File: src/rtl/core/nfra_pkg.sv
// Shared constants, status codes and helper functions for the next-fit run allocator.
// Depends on nothing; the allocator top level imports it.
package nfra_pkg;

	localparam int CAPACITY = 1024;
	localparam int MAX_RUN  = 16;

	localparam int IDX_W  = $clog2(CAPACITY);
	localparam int SIZE_W = IDX_W + 1;
	localparam int CNT_W  = $clog2(MAX_RUN + 1);
	localparam int WORD_W = 32;
	localparam int OFF_W  = $clog2(WORD_W);
	localparam int ROWS   = CAPACITY / WORD_W;
	localparam int ROW_W  = $clog2(ROWS);
	localparam int PTR_W  = ROW_W + 1;

	localparam logic [1:0] ST_OK        = 2'd0;
	localparam logic [1:0] ST_GREW      = 2'd1;
	localparam logic [1:0] ST_NO_SPACE  = 2'd2;
	localparam logic [1:0] ST_BAD_COUNT = 2'd3;

	typedef logic [WORD_W-1:0] word_t;

	// Clamp a register value to 1..CAPACITY and round it down to a power of two.
	function automatic logic [SIZE_W-1:0] size_from_reg(input logic [SIZE_W-1:0] raw);
		logic [SIZE_W-1:0] v;
		logic [SIZE_W-1:0] p;
		v = raw;
		if (v == '0) begin
			v = SIZE_W'(1);
		end
		if (v > SIZE_W'(CAPACITY)) begin
			v = SIZE_W'(CAPACITY);
		end
		p = '0;
		for (int i = 0; i < SIZE_W; i++) begin
			if (v[i]) begin
				p = SIZE_W'(1) << i;
			end
		end
		return p;
	endfunction

	// Mask of the entries of a word that lie below an active size of n.
	function automatic word_t low_mask(input logic [SIZE_W-1:0] n);
		word_t m;
		if (n >= SIZE_W'(WORD_W)) begin
			m = '1;
		end else begin
			m = ~({WORD_W{1'b1}} << n[OFF_W-1:0]);
		end
		return m;
	endfunction

	localparam logic [SIZE_W-1:0] SIZE_RESET = size_from_reg(SIZE_W'(64));

endpackage

File: src/rtl/core/next_fit_run_allocator_top.sv
// Top level of the next-fit run allocator: bitmap memory, word scanner and sequencer.
// Depends on nfra_pkg for widths, status codes and the size helper functions.
//
// Usage. A word on the input channel is either an allocate (kind 0) asking for a
// run of run_count contiguous free entries, or a release (kind 1) that frees
// run_count entries from start_index. Each input word gives exactly one result
// word: entry_index, status and the active table size after the step. Both
// channels use valid and stall; a word moves at an edge with valid high and
// stall low. The size register is written through cfg_write_en and cfg_write_data
// and loads the active size at once; the user must write it only while idle (no check).
//
// Timing. One item is in flight at a time; in_stall is high from acceptance
// until its result is in the output register. The bitmap lives in a 32-bit wide
// memory with a registered read port, and the search walks it one word per
// cycle. An allocate scans from the hint word to the end of the active size and,
// on a miss, from word zero to the end; after a second miss it decides on growth,
// then marks each touched word by a read-modify-write. The worst case is a miss
// at full size that ends in no_space; the search is far shorter when the hint
// word holds a fit. A release does a read-modify-write of each touched word; a
// bad count goes straight to the result.
//
// Reset clears every row valid bit, so the whole map reads as free without a
// clearing pass; the hint resets to zero and the size to 64. When the receiver
// stalls, the result holds in the output register and the next input word may
// be accepted, but its own result waits until the register has drained.
module next_fit_run_allocator_top (
	input  logic                          clk,
	input  logic                          arst_n,
	input  logic                          cfg_write_en,
	input  logic [nfra_pkg::SIZE_W-1:0]   cfg_write_data,
	input  logic                          in_valid,
	output logic                          in_stall,
	input  logic                          kind,
	input  logic [nfra_pkg::IDX_W-1:0]    start_index,
	input  logic [nfra_pkg::CNT_W-1:0]    run_count,
	output logic                          out_valid,
	input  logic                          out_stall,
	output logic [nfra_pkg::IDX_W-1:0]    entry_index,
	output logic [1:0]                    status,
	output logic [nfra_pkg::SIZE_W-1:0]   active_entries
);
	import nfra_pkg::*;

	localparam logic [2:0] S_IDLE = 3'd0;
	localparam logic [2:0] S_SCAN = 3'd1;
	localparam logic [2:0] S_GROW = 3'd2;
	localparam logic [2:0] S_MRD  = 3'd3;
	localparam logic [2:0] S_MWR  = 3'd4;
	localparam logic [2:0] S_DONE = 3'd5;

	logic [2:0] state_q;

	// Architectural state. The map itself is the memory plus one valid bit per
	// row; a row whose valid bit is clear reads as all free.
	word_t              mem_q [ROWS];
	logic [ROWS-1:0]    row_vld_q;
	logic [IDX_W-1:0]   hint_q;
	logic [SIZE_W-1:0]  size_q;

	// Item being worked on.
	logic [CNT_W-1:0]   cnt_q;
	logic               pass2_q;
	logic [PTR_W-1:0]   ptr_q;
	logic [MAX_RUN-1:0] hist_q;
	logic [SIZE_W-1:0]  mk_start_q;
	logic [SIZE_W-1:0]  mk_end_q;
	logic               mk_set_q;
	logic [ROW_W-1:0]   mw_q;
	word_t              grow_clr_q;
	logic [IDX_W-1:0]   res_entry_q;
	logic [1:0]         res_status_q;

	// Read pipeline.
	word_t              rdata_s1;
	logic               rowv_s1;
	logic               vld_s1;
	logic [ROW_W-1:0]   addr_s1;

	// Output register.
	logic               out_valid_q;
	logic [IDX_W-1:0]   entry_q;
	logic [1:0]         status_q;
	logic [SIZE_W-1:0]  active_q;

	logic [ROW_W-1:0]   raddr;
	logic [SIZE_W-1:0]  size_m1;
	logic [ROW_W-1:0]   last_row;
	logic [SIZE_W-1:0]  cfg_size;

	// Scanner signals.
	word_t              scan_word;
	word_t              amask;
	word_t              hmask;
	word_t              free_bits;
	logic [WORD_W+MAX_RUN-1:0] win;
	logic [MAX_RUN-1:0] cmask;
	word_t              ok_bits;
	logic               hit_any;
	logic [OFF_W-1:0]   hit_off;
	logic               hit;
	logic [SIZE_W-1:0]  hit_start;
	logic [SIZE_W-1:0]  hit_end;
	logic               scan_issue;
	logic               scan_end;

	// Mark signals.
	word_t              mark_word;
	word_t              sel_bits;
	word_t              clr_bits;
	word_t              mem_wdata;
	logic               mem_we;
	logic [SIZE_W-1:0]  run_last;
	logic [SIZE_W-OFF_W-1:0] run_last_row;
	logic               mark_done;
	logic [IDX_W-1:0]   hint_new;

	// Growth signals.
	logic [SIZE_W-1:0]  grown;
	logic               can_grow;
	logic               out_free;

	assign size_m1  = size_q - SIZE_W'(1);
	assign last_row = size_m1[IDX_W-1:OFF_W];
	assign cfg_size = size_from_reg(cfg_write_data);
	assign raddr    = (state_q == S_SCAN) ? ptr_q[ROW_W-1:0] : mw_q;
	assign out_free = !out_valid_q || !out_stall;

	// Word scanner. A run of cnt entries ending at bit j is free when the cnt
	// bits ending there, reaching back into the history of earlier words, are
	// all free. The lowest such end gives the lowest start. On the first pass
	// entries below the hint are treated as taken, so any hit starts at or after
	// the hint.
	always_comb begin
		scan_word = rowv_s1 ? rdata_s1 : '0;
		amask     = low_mask(size_q);
		if (!pass2_q && addr_s1 == hint_q[IDX_W-1:OFF_W]) begin
			hmask = {WORD_W{1'b1}} << hint_q[OFF_W-1:0];
		end else begin
			hmask = '1;
		end
		free_bits = ~scan_word & amask & hmask;
		win       = {free_bits, hist_q};
		cmask     = {MAX_RUN{1'b1}} << (CNT_W'(MAX_RUN) - cnt_q);
		for (int j = 0; j < WORD_W; j++) begin
			ok_bits[j] = ((~win[j+1 +: MAX_RUN]) & cmask) == '0;
		end
		hit_any = 1'b0;
		hit_off = '0;
		for (int j = WORD_W - 1; j >= 0; j--) begin
			if (ok_bits[j]) begin
				hit_any = 1'b1;
				hit_off = OFF_W'(j);
			end
		end
		hit        = (state_q == S_SCAN) && vld_s1 && hit_any;
		hit_start  = SIZE_W'({addr_s1, hit_off}) + SIZE_W'(1) - SIZE_W'(cnt_q);
		hit_end    = hit_start + SIZE_W'(cnt_q);
		scan_issue = (state_q == S_SCAN) && !hit && (ptr_q <= {1'b0, last_row});
		scan_end   = (state_q == S_SCAN) && vld_s1 && !hit_any && (addr_s1 == last_row);
	end

	// Read-modify-write of one map word: set or clear the run's bits that fall in
	// this word and inside the active size, and clear the entries that a growth
	// from a small table brought in.
	always_comb begin
		mark_word = rowv_s1 ? rdata_s1 : '0;
		for (int j = 0; j < WORD_W; j++) begin
			sel_bits[j] = (SIZE_W'({mw_q, OFF_W'(j)}) >= mk_start_q)
				&& (SIZE_W'({mw_q, OFF_W'(j)}) < mk_end_q)
				&& (SIZE_W'({mw_q, OFF_W'(j)}) < size_q);
		end
		clr_bits = (mw_q == '0) ? grow_clr_q : '0;
		if (mk_set_q) begin
			mem_wdata = (mark_word & ~clr_bits) | sel_bits;
		end else begin
			mem_wdata = mark_word & ~clr_bits & ~sel_bits;
		end
		mem_we       = (state_q == S_MWR);
		run_last     = mk_end_q - SIZE_W'(1);
		run_last_row = run_last[SIZE_W-1:OFF_W];
		mark_done    = ({1'b0, mw_q} >= run_last_row) || (mw_q >= last_row);
		if (mk_end_q > size_m1) begin
			hint_new = size_m1[IDX_W-1:0];
		end else begin
			hint_new = mk_end_q[IDX_W-1:0];
		end
	end

	assign grown    = size_q << 1;
	assign can_grow = (size_q != SIZE_W'(CAPACITY)) && (SIZE_W'(cnt_q) <= size_q);

	always_ff @(posedge clk) begin
		if (mem_we) begin
			mem_q[mw_q] <= mem_wdata;
		end
		rdata_s1 <= mem_q[raddr];
	end

	always_ff @(posedge clk or negedge arst_n) begin
		if (!arst_n) begin
			state_q      <= S_IDLE;
			row_vld_q    <= '0;
			hint_q       <= '0;
			size_q       <= SIZE_RESET;
			rowv_s1      <= 1'b0;
			vld_s1       <= 1'b0;
			out_valid_q  <= 1'b0;
		end else begin
			rowv_s1 <= row_vld_q[raddr];
			vld_s1  <= scan_issue;
			if (scan_issue) begin
				addr_s1 <= ptr_q[ROW_W-1:0];
			end
			// In the done state the output register is reloaded instead.
			if (out_valid_q && !out_stall && state_q != S_DONE) begin
				out_valid_q <= 1'b0;
			end
			case (state_q)
				S_IDLE: begin
					if (in_valid) begin
						cnt_q      <= run_count;
						hist_q     <= '0;
						pass2_q    <= 1'b0;
						grow_clr_q <= '0;
						res_entry_q  <= '0;
						if (run_count == '0 || run_count > CNT_W'(MAX_RUN)) begin
							res_status_q <= ST_BAD_COUNT;
							state_q      <= S_DONE;
						end else if (kind) begin
							res_status_q <= ST_OK;
							mk_start_q <= SIZE_W'(start_index);
							mk_end_q   <= SIZE_W'(start_index) + SIZE_W'(run_count);
							mk_set_q   <= 1'b0;
							mw_q       <= start_index[IDX_W-1:OFF_W];
							state_q    <= S_MRD;
						end else begin
							res_status_q <= ST_OK;
							ptr_q   <= {1'b0, hint_q[IDX_W-1:OFF_W]};
							state_q <= S_SCAN;
						end
					end
				end
				S_SCAN: begin
					if (hit) begin
						res_entry_q <= hit_start[IDX_W-1:0];
						mk_start_q  <= hit_start;
						mk_end_q    <= hit_end;
						mk_set_q    <= 1'b1;
						mw_q        <= hit_start[IDX_W-1:OFF_W];
						state_q     <= S_MRD;
					end else if (scan_end) begin
						if (!pass2_q) begin
							pass2_q <= 1'b1;
							ptr_q   <= '0;
							hist_q  <= '0;
						end else begin
							state_q <= S_GROW;
						end
					end else begin
						if (scan_issue) begin
							ptr_q <= ptr_q + PTR_W'(1);
						end
						if (vld_s1) begin
							hist_q <= win[WORD_W+MAX_RUN-1 -: MAX_RUN];
						end
					end
				end
				S_GROW: begin
					if (can_grow) begin
						size_q <= grown;
						if (size_q >= SIZE_W'(WORD_W)) begin
							for (int r = 0; r < ROWS; r++) begin
								if (SIZE_W'(r) >= (size_q >> OFF_W)
									&& SIZE_W'(r) < (grown >> OFF_W)) begin
									row_vld_q[r] <= 1'b0;
								end
							end
						end else begin
							grow_clr_q <= low_mask(grown) & ~low_mask(size_q);
						end
						res_status_q <= ST_GREW;
						res_entry_q  <= size_q[IDX_W-1:0];
						mk_start_q   <= size_q;
						mk_end_q     <= size_q + SIZE_W'(cnt_q);
						mk_set_q     <= 1'b1;
						mw_q         <= size_q[IDX_W-1:OFF_W];
						state_q      <= S_MRD;
					end else begin
						res_status_q <= ST_NO_SPACE;
						res_entry_q  <= '0;
						state_q      <= S_DONE;
					end
				end
				S_MRD: begin
					state_q <= S_MWR;
				end
				S_MWR: begin
					row_vld_q[mw_q] <= 1'b1;
					if (mark_done) begin
						if (mk_set_q) begin
							hint_q <= hint_new;
						end
						state_q <= S_DONE;
					end else begin
						mw_q    <= mw_q + ROW_W'(1);
						state_q <= S_MRD;
					end
				end
				S_DONE: begin
					if (out_free) begin
						out_valid_q <= 1'b1;
						entry_q     <= res_entry_q;
						status_q    <= res_status_q;
						active_q    <= size_q;
						state_q     <= S_IDLE;
					end
				end
				default: begin
					state_q <= S_IDLE;
				end
			endcase
			// Register writes must arrive only while the block is idle; the block does not check it.
			if (cfg_write_en) begin
				size_q <= cfg_size;
				if (SIZE_W'(hint_q) >= cfg_size) begin
					hint_q <= IDX_W'(cfg_size - SIZE_W'(1));
				end
			end
		end
	end

	assign in_stall       = (state_q != S_IDLE);
	assign out_valid      = out_valid_q;
	assign entry_index    = entry_q;
	assign status         = status_q;
	assign active_entries = active_q;

`ifndef ASSERT_OFF
	a_hint_in_size: assert property (@(posedge clk) disable iff (!arst_n)
		SIZE_W'(hint_q) < size_q)
		else $error("search hint outside the active size");

	a_size_pow2: assert property (@(posedge clk) disable iff (!arst_n)
		$onehot(size_q))
		else $error("active size is not a power of two");

	a_scan_in_range: assert property (@(posedge clk) disable iff (!arst_n)
		(state_q == S_SCAN && vld_s1) |-> (addr_s1 <= last_row))
		else $error("scanner evaluated a word beyond the active size");

	a_entry_in_size: assert property (@(posedge clk) disable iff (!arst_n)
		out_valid_q |-> (SIZE_W'(entry_q) < active_q))
		else $error("reported entry lies outside the reported size");

	a_fail_zero: assert property (@(posedge clk) disable iff (!arst_n)
		(out_valid_q && (status_q == ST_NO_SPACE || status_q == ST_BAD_COUNT))
		|-> (entry_q == '0))
		else $error("failed step reported a nonzero entry");
`endif

endmodule
File: config.mk
export PLATFORM = sky130hd
export DESIGN_NAME = next_fit_run_allocator_top
export DESIGN_NICKNAME = d
export VERILOG_FILES = /design/src/rtl/core/nfra_pkg.sv /design/src/rtl/core/next_fit_run_allocator_top.sv
export SDC_FILE = /design/constraint.sdc
export NUM_CORES = 2
export LEC_CHECK = 0
export ABC_AREA = 1
export BUFFER_PORTS_ARGS = -buffer_cell sky130_fd_sc_hd__buf_2
export CORE_UTILIZATION = 60
export CTS_CLUSTER_SIZE = 24
export DETAILED_ROUTE_END_ITERATION = 7
export HOLD_SLACK_MARGIN = 0.08
export PLACE_DENSITY = 0.76
export SLEW_MARGIN = 10
export SYNTH_ARGS = -nofsm -noshare
export SYNTH_HDL_FRONTEND = slang
export SYNTH_SLANG_ARGS = --single-unit
File: constraint.sdc
create_clock -name clk -period 16.2 [get_ports clk]
set_clock_uncertainty 0.1 [all_clocks]
set_input_delay 3.24 -clock clk [delete_from_list [all_inputs] [get_ports clk]]
set_output_delay 3.24 -clock clk [all_outputs]
set_load 0.1 [all_outputs]
==> results.toml <==
[outcome]
outcome = "finished with violations"
violations = "DRC"

[critical_path]
slowest_delay_ns = 0.83
critPathMaxFanout = 24
crit_slowest_cell = "nor2_1"
cp_common_cell = "nand2_1"
reg2reg_to = "mk_end_q[10]"
r2r_cells = 53
crit_start = "cnt_q[1]"
worstPathArrival_ns = 8.80
reg2reg_setup_slack_ns = 7.76
path_class = "reg2reg"
critPathLaunchType = "flip-flop"
timing.rr.start = "cnt_q[1]"
cp-end-kind = "flip-flop"
crit_required_ns = 16.56

[power_and_ir_drop]
seqPwrFrac = 0.336
p_comb_frac = 0.472
p_leak_nw = 22.2
p_int_mw = 7.69
peakVddDrop_mv = 0.235
clockPowerShare = 0.192
power.density_nw_per_um2 = 220
p_switching_mw = 6.31
switching_share = 0.451

[floorplanning]
die-area_um2 = 98300
rows = 113
start_util = 0.610
chipHeight_um = 314
die_width_um = 314
ios = 57
coreArea_um2 = 95600

[yosys]
async_flop_share = 0.0475
synth_top_area_share = 0.593
synth_flop_cell = "edfxtp_1"
syn-num-nets = 5534
netlist-cell-type-count = 80
ys_ff_latch = 1242
synthCells = 5402
ys_top_cells_by_area = "edfxtp_1 (59%), o21ai_0 (6.3%), nor2_1 (5.0%), nand2_1 (4.0%), o221ai_1 (3.3%)"
synthesis.area_um2 = 58300
synth_warnings = 0
synth_top_cell_by_area = "edfxtp_1"
seq_area_frac_synth = 0.630
syn_avg_cell_area_um2 = 10.8
synth_edf_count = 1151

[clock_network]
tritoncts = "yes"
cts_htree_levels = 3
worstSkewPairLatency_ns = 0.73
cts_resized = 0
numCtsBuffers = 117
post_cts_buffers = 0
hold_buffers = 0
cts.sink_count = 1242
clockBufferDepth = 3
clk_pin_slew_ns = 0.06
root_buffer = "clkbuf_16"

[placement]
dp_hpwl_um = 105000
globalplace.congestion = 1.02
portBuffers = 56

[route]
drt_iter0_markers = 6601
drtAntennaViolNets = 0
wl_um = 184000
detail_route.first_pass.iterations = 8
num_vias = 45800
via_per_inst = 6.83
wl_per_cell_um = 27.5
drc_errors = 2

[final_layout]
areaGrowthSynthToFinish_pct = 9.30
layout_commonest_cell = "edfxtp_1"
fillers = 7143
fin_nets = 5464
layout_common_cells = "edfxtp_1 (1151), nor2_1 (744), o21ai_0 (703)"
layout-drive-gt1-share = 0.0902

[global_route]
use_met2 = 0.573
grt_antenna_before_repair = 3
grt_max_degree = 168
grt-ovfl-total = 0
grt_pass1_wl_um = 272000
grt.busiest_layer = "met2"
grt_pass1_vias = 43000
grt.total_usage = 0.370
met3_usage = 0.0652
grt.met1_usage = 0.504

[sta]
finalHoldViolations = 0
post-route-min-period_ns = 8.44
rsz0062_at_grt = "no"
slew_headroom = 0.177
fmax_mhz = 118
period_share = 0.521
setup_tns_ns = 0
tightestPinTransition_ns = 1.23
setup_viol = 0
hold_ws_ns = 0.322
drv_slew = 0

[flow_run]
max-cap-violations = 0

[worst_hold_path]
hp-class = "reg2reg"
holdPathStages = 0
min_to = "entry_index[3]"
hp-start = "res_entry_q[3]"
-- state kept, by name (all words and copies together) (netlist names), 15 cells and up --
| register | count |
|---|---|
| rdata_s1 | 32 |
| row_vld_q | 32 |
| hist_q | 15 |
| mem_q | 1024 |
| grow_clr_q | 32 |
-- per-layer routing --
metal / share of wire / wire [um]
met2: 0.46 / 83800
met4: 0.059 / 10800
met1: 0.37 / 67900
met3: 0.12 / 21600
met5: 0 / 0
-- area by class of cell --
| cell class | instances | area (um^2) | share of cell area |
|---|---|---|---|
| Clock buffer | 165 | 3280 | 0.0515 |
| Timing Repair Buffer | 152 | 1030 | 0.0161 |
| Multi-Input combinational cell | 3464 | 19200 | 0.302 |
| Sequential cell | 1242 | 36700 | 0.576 |
| Clock inverter | 53 | 498 | 0.00782 |
| Antenna cell | 1 | 2.50 | 0.0000393 |
| Tap cell | 1265 | 1580 | 0.0249 |
| Inverter | 355 | 1360 | 0.0213 |
-- kinds of logic (layout without fill, tap and decap cells) --
kind of cell / count (synthesis) / in the layout / synth area share
AOI/OAI and AO/OA: 1562 / 1562 / 0.166
xor gates and xnor gates: 32 / 32 / 0.00558
adders and majority gates: 100 / 100 / 0.0219
buffers and inverters: 696 / 725 / 0.0480
DFF: 1242 / 1242 / 0.630
other: 0 / 1 / 0
and+or+nand+nor: 1770 / 1770 / 0.129
-- power by group through the flow --
| stage | combinational (mW) | clock [mW] | sequential (mW) |
|---|---|---|---|
| floorplan | 4.30 | 0 | 4.67 |
| global placement | 6.28 | 0 | 4.75 |
| detailed placement | 6.38 | 0 | 4.75 |
| CTS | 6.42 | 2.70 | 4.69 |
| global route | 7.14 | 2.82 | 4.71 |
| finish | 6.61 | 2.69 | 4.70 |
-- worst max-delay path: cells and delay by family (launching register included) --
kind / cells / cell delay (ns)
AOI/OAI and AO/OA: 6 / 0.96
xor gates and xnor gates: 2 / 0.79
adders and majority gates: 5 / 1.47
buffers and inverters: 4 / 0.75
DFF: 1 / 0.49
and+or+nand+nor: 36 / 3.64
-- worst max-delay path by stage --
stage	endpoint	slack, ns	cells after the start
floorplan	mk_end_q[10]	9.64	57
global placement	mk_end_q[10]	8.06	53
detailed placement	mk_end_q[10]	8.00	53
CTS	mk_end_q[10]	8.03	53
global route	mk_end_q[10]	7.02	53
finish	mk_end_q[10]	7.76	53
-- Yosys cell counts (all sizes together), types with 4 or more instances --
cell and n:
nand2 635, o221ai 223, xor2 24, a21o 4
a21oi 150, dfrtp 58, a221oi 37, ha 97
nor2 796, a22oi 5, nor3b 4, a32o 4
o31ai 4, clkbuf 277, o211ai 55, inv 344
a311oi 6, a22o 5, and2 4, xnor2 8
o2111ai 30, edfxtp 1151, nor3 49, o22ai 174
dfxtp 32, or2 9, nor4 48, a221o 8
a211oi 8, a31oi 77, nand3b 4, buf 64
nand4 36, nand3 176, o211a 7, a2111oi 4
o21ai 748, clkinv 11
-- metrics by stage --
stage | power (mW) | utilization | setup slack (ns) | std cells | cell area (um^2)
global route | 14.7 | 0.666 | 7.02 | 6696 | 63700
finish | 14.0 | 0.666 | 7.76 | 6697 | 63700
CTS | 13.8 | 0.666 | 8.03 | 6696 | 63600
floorplan | 8.97 | - | 9.64 | 5402 | 58300
detailed placement | 11.1 | 0.626 | 8.00 | 6478 | 59800
global placement | 11.0 | 0.626 | 8.06 | 6478 | 59800
(Power assumes the default switching activity.)
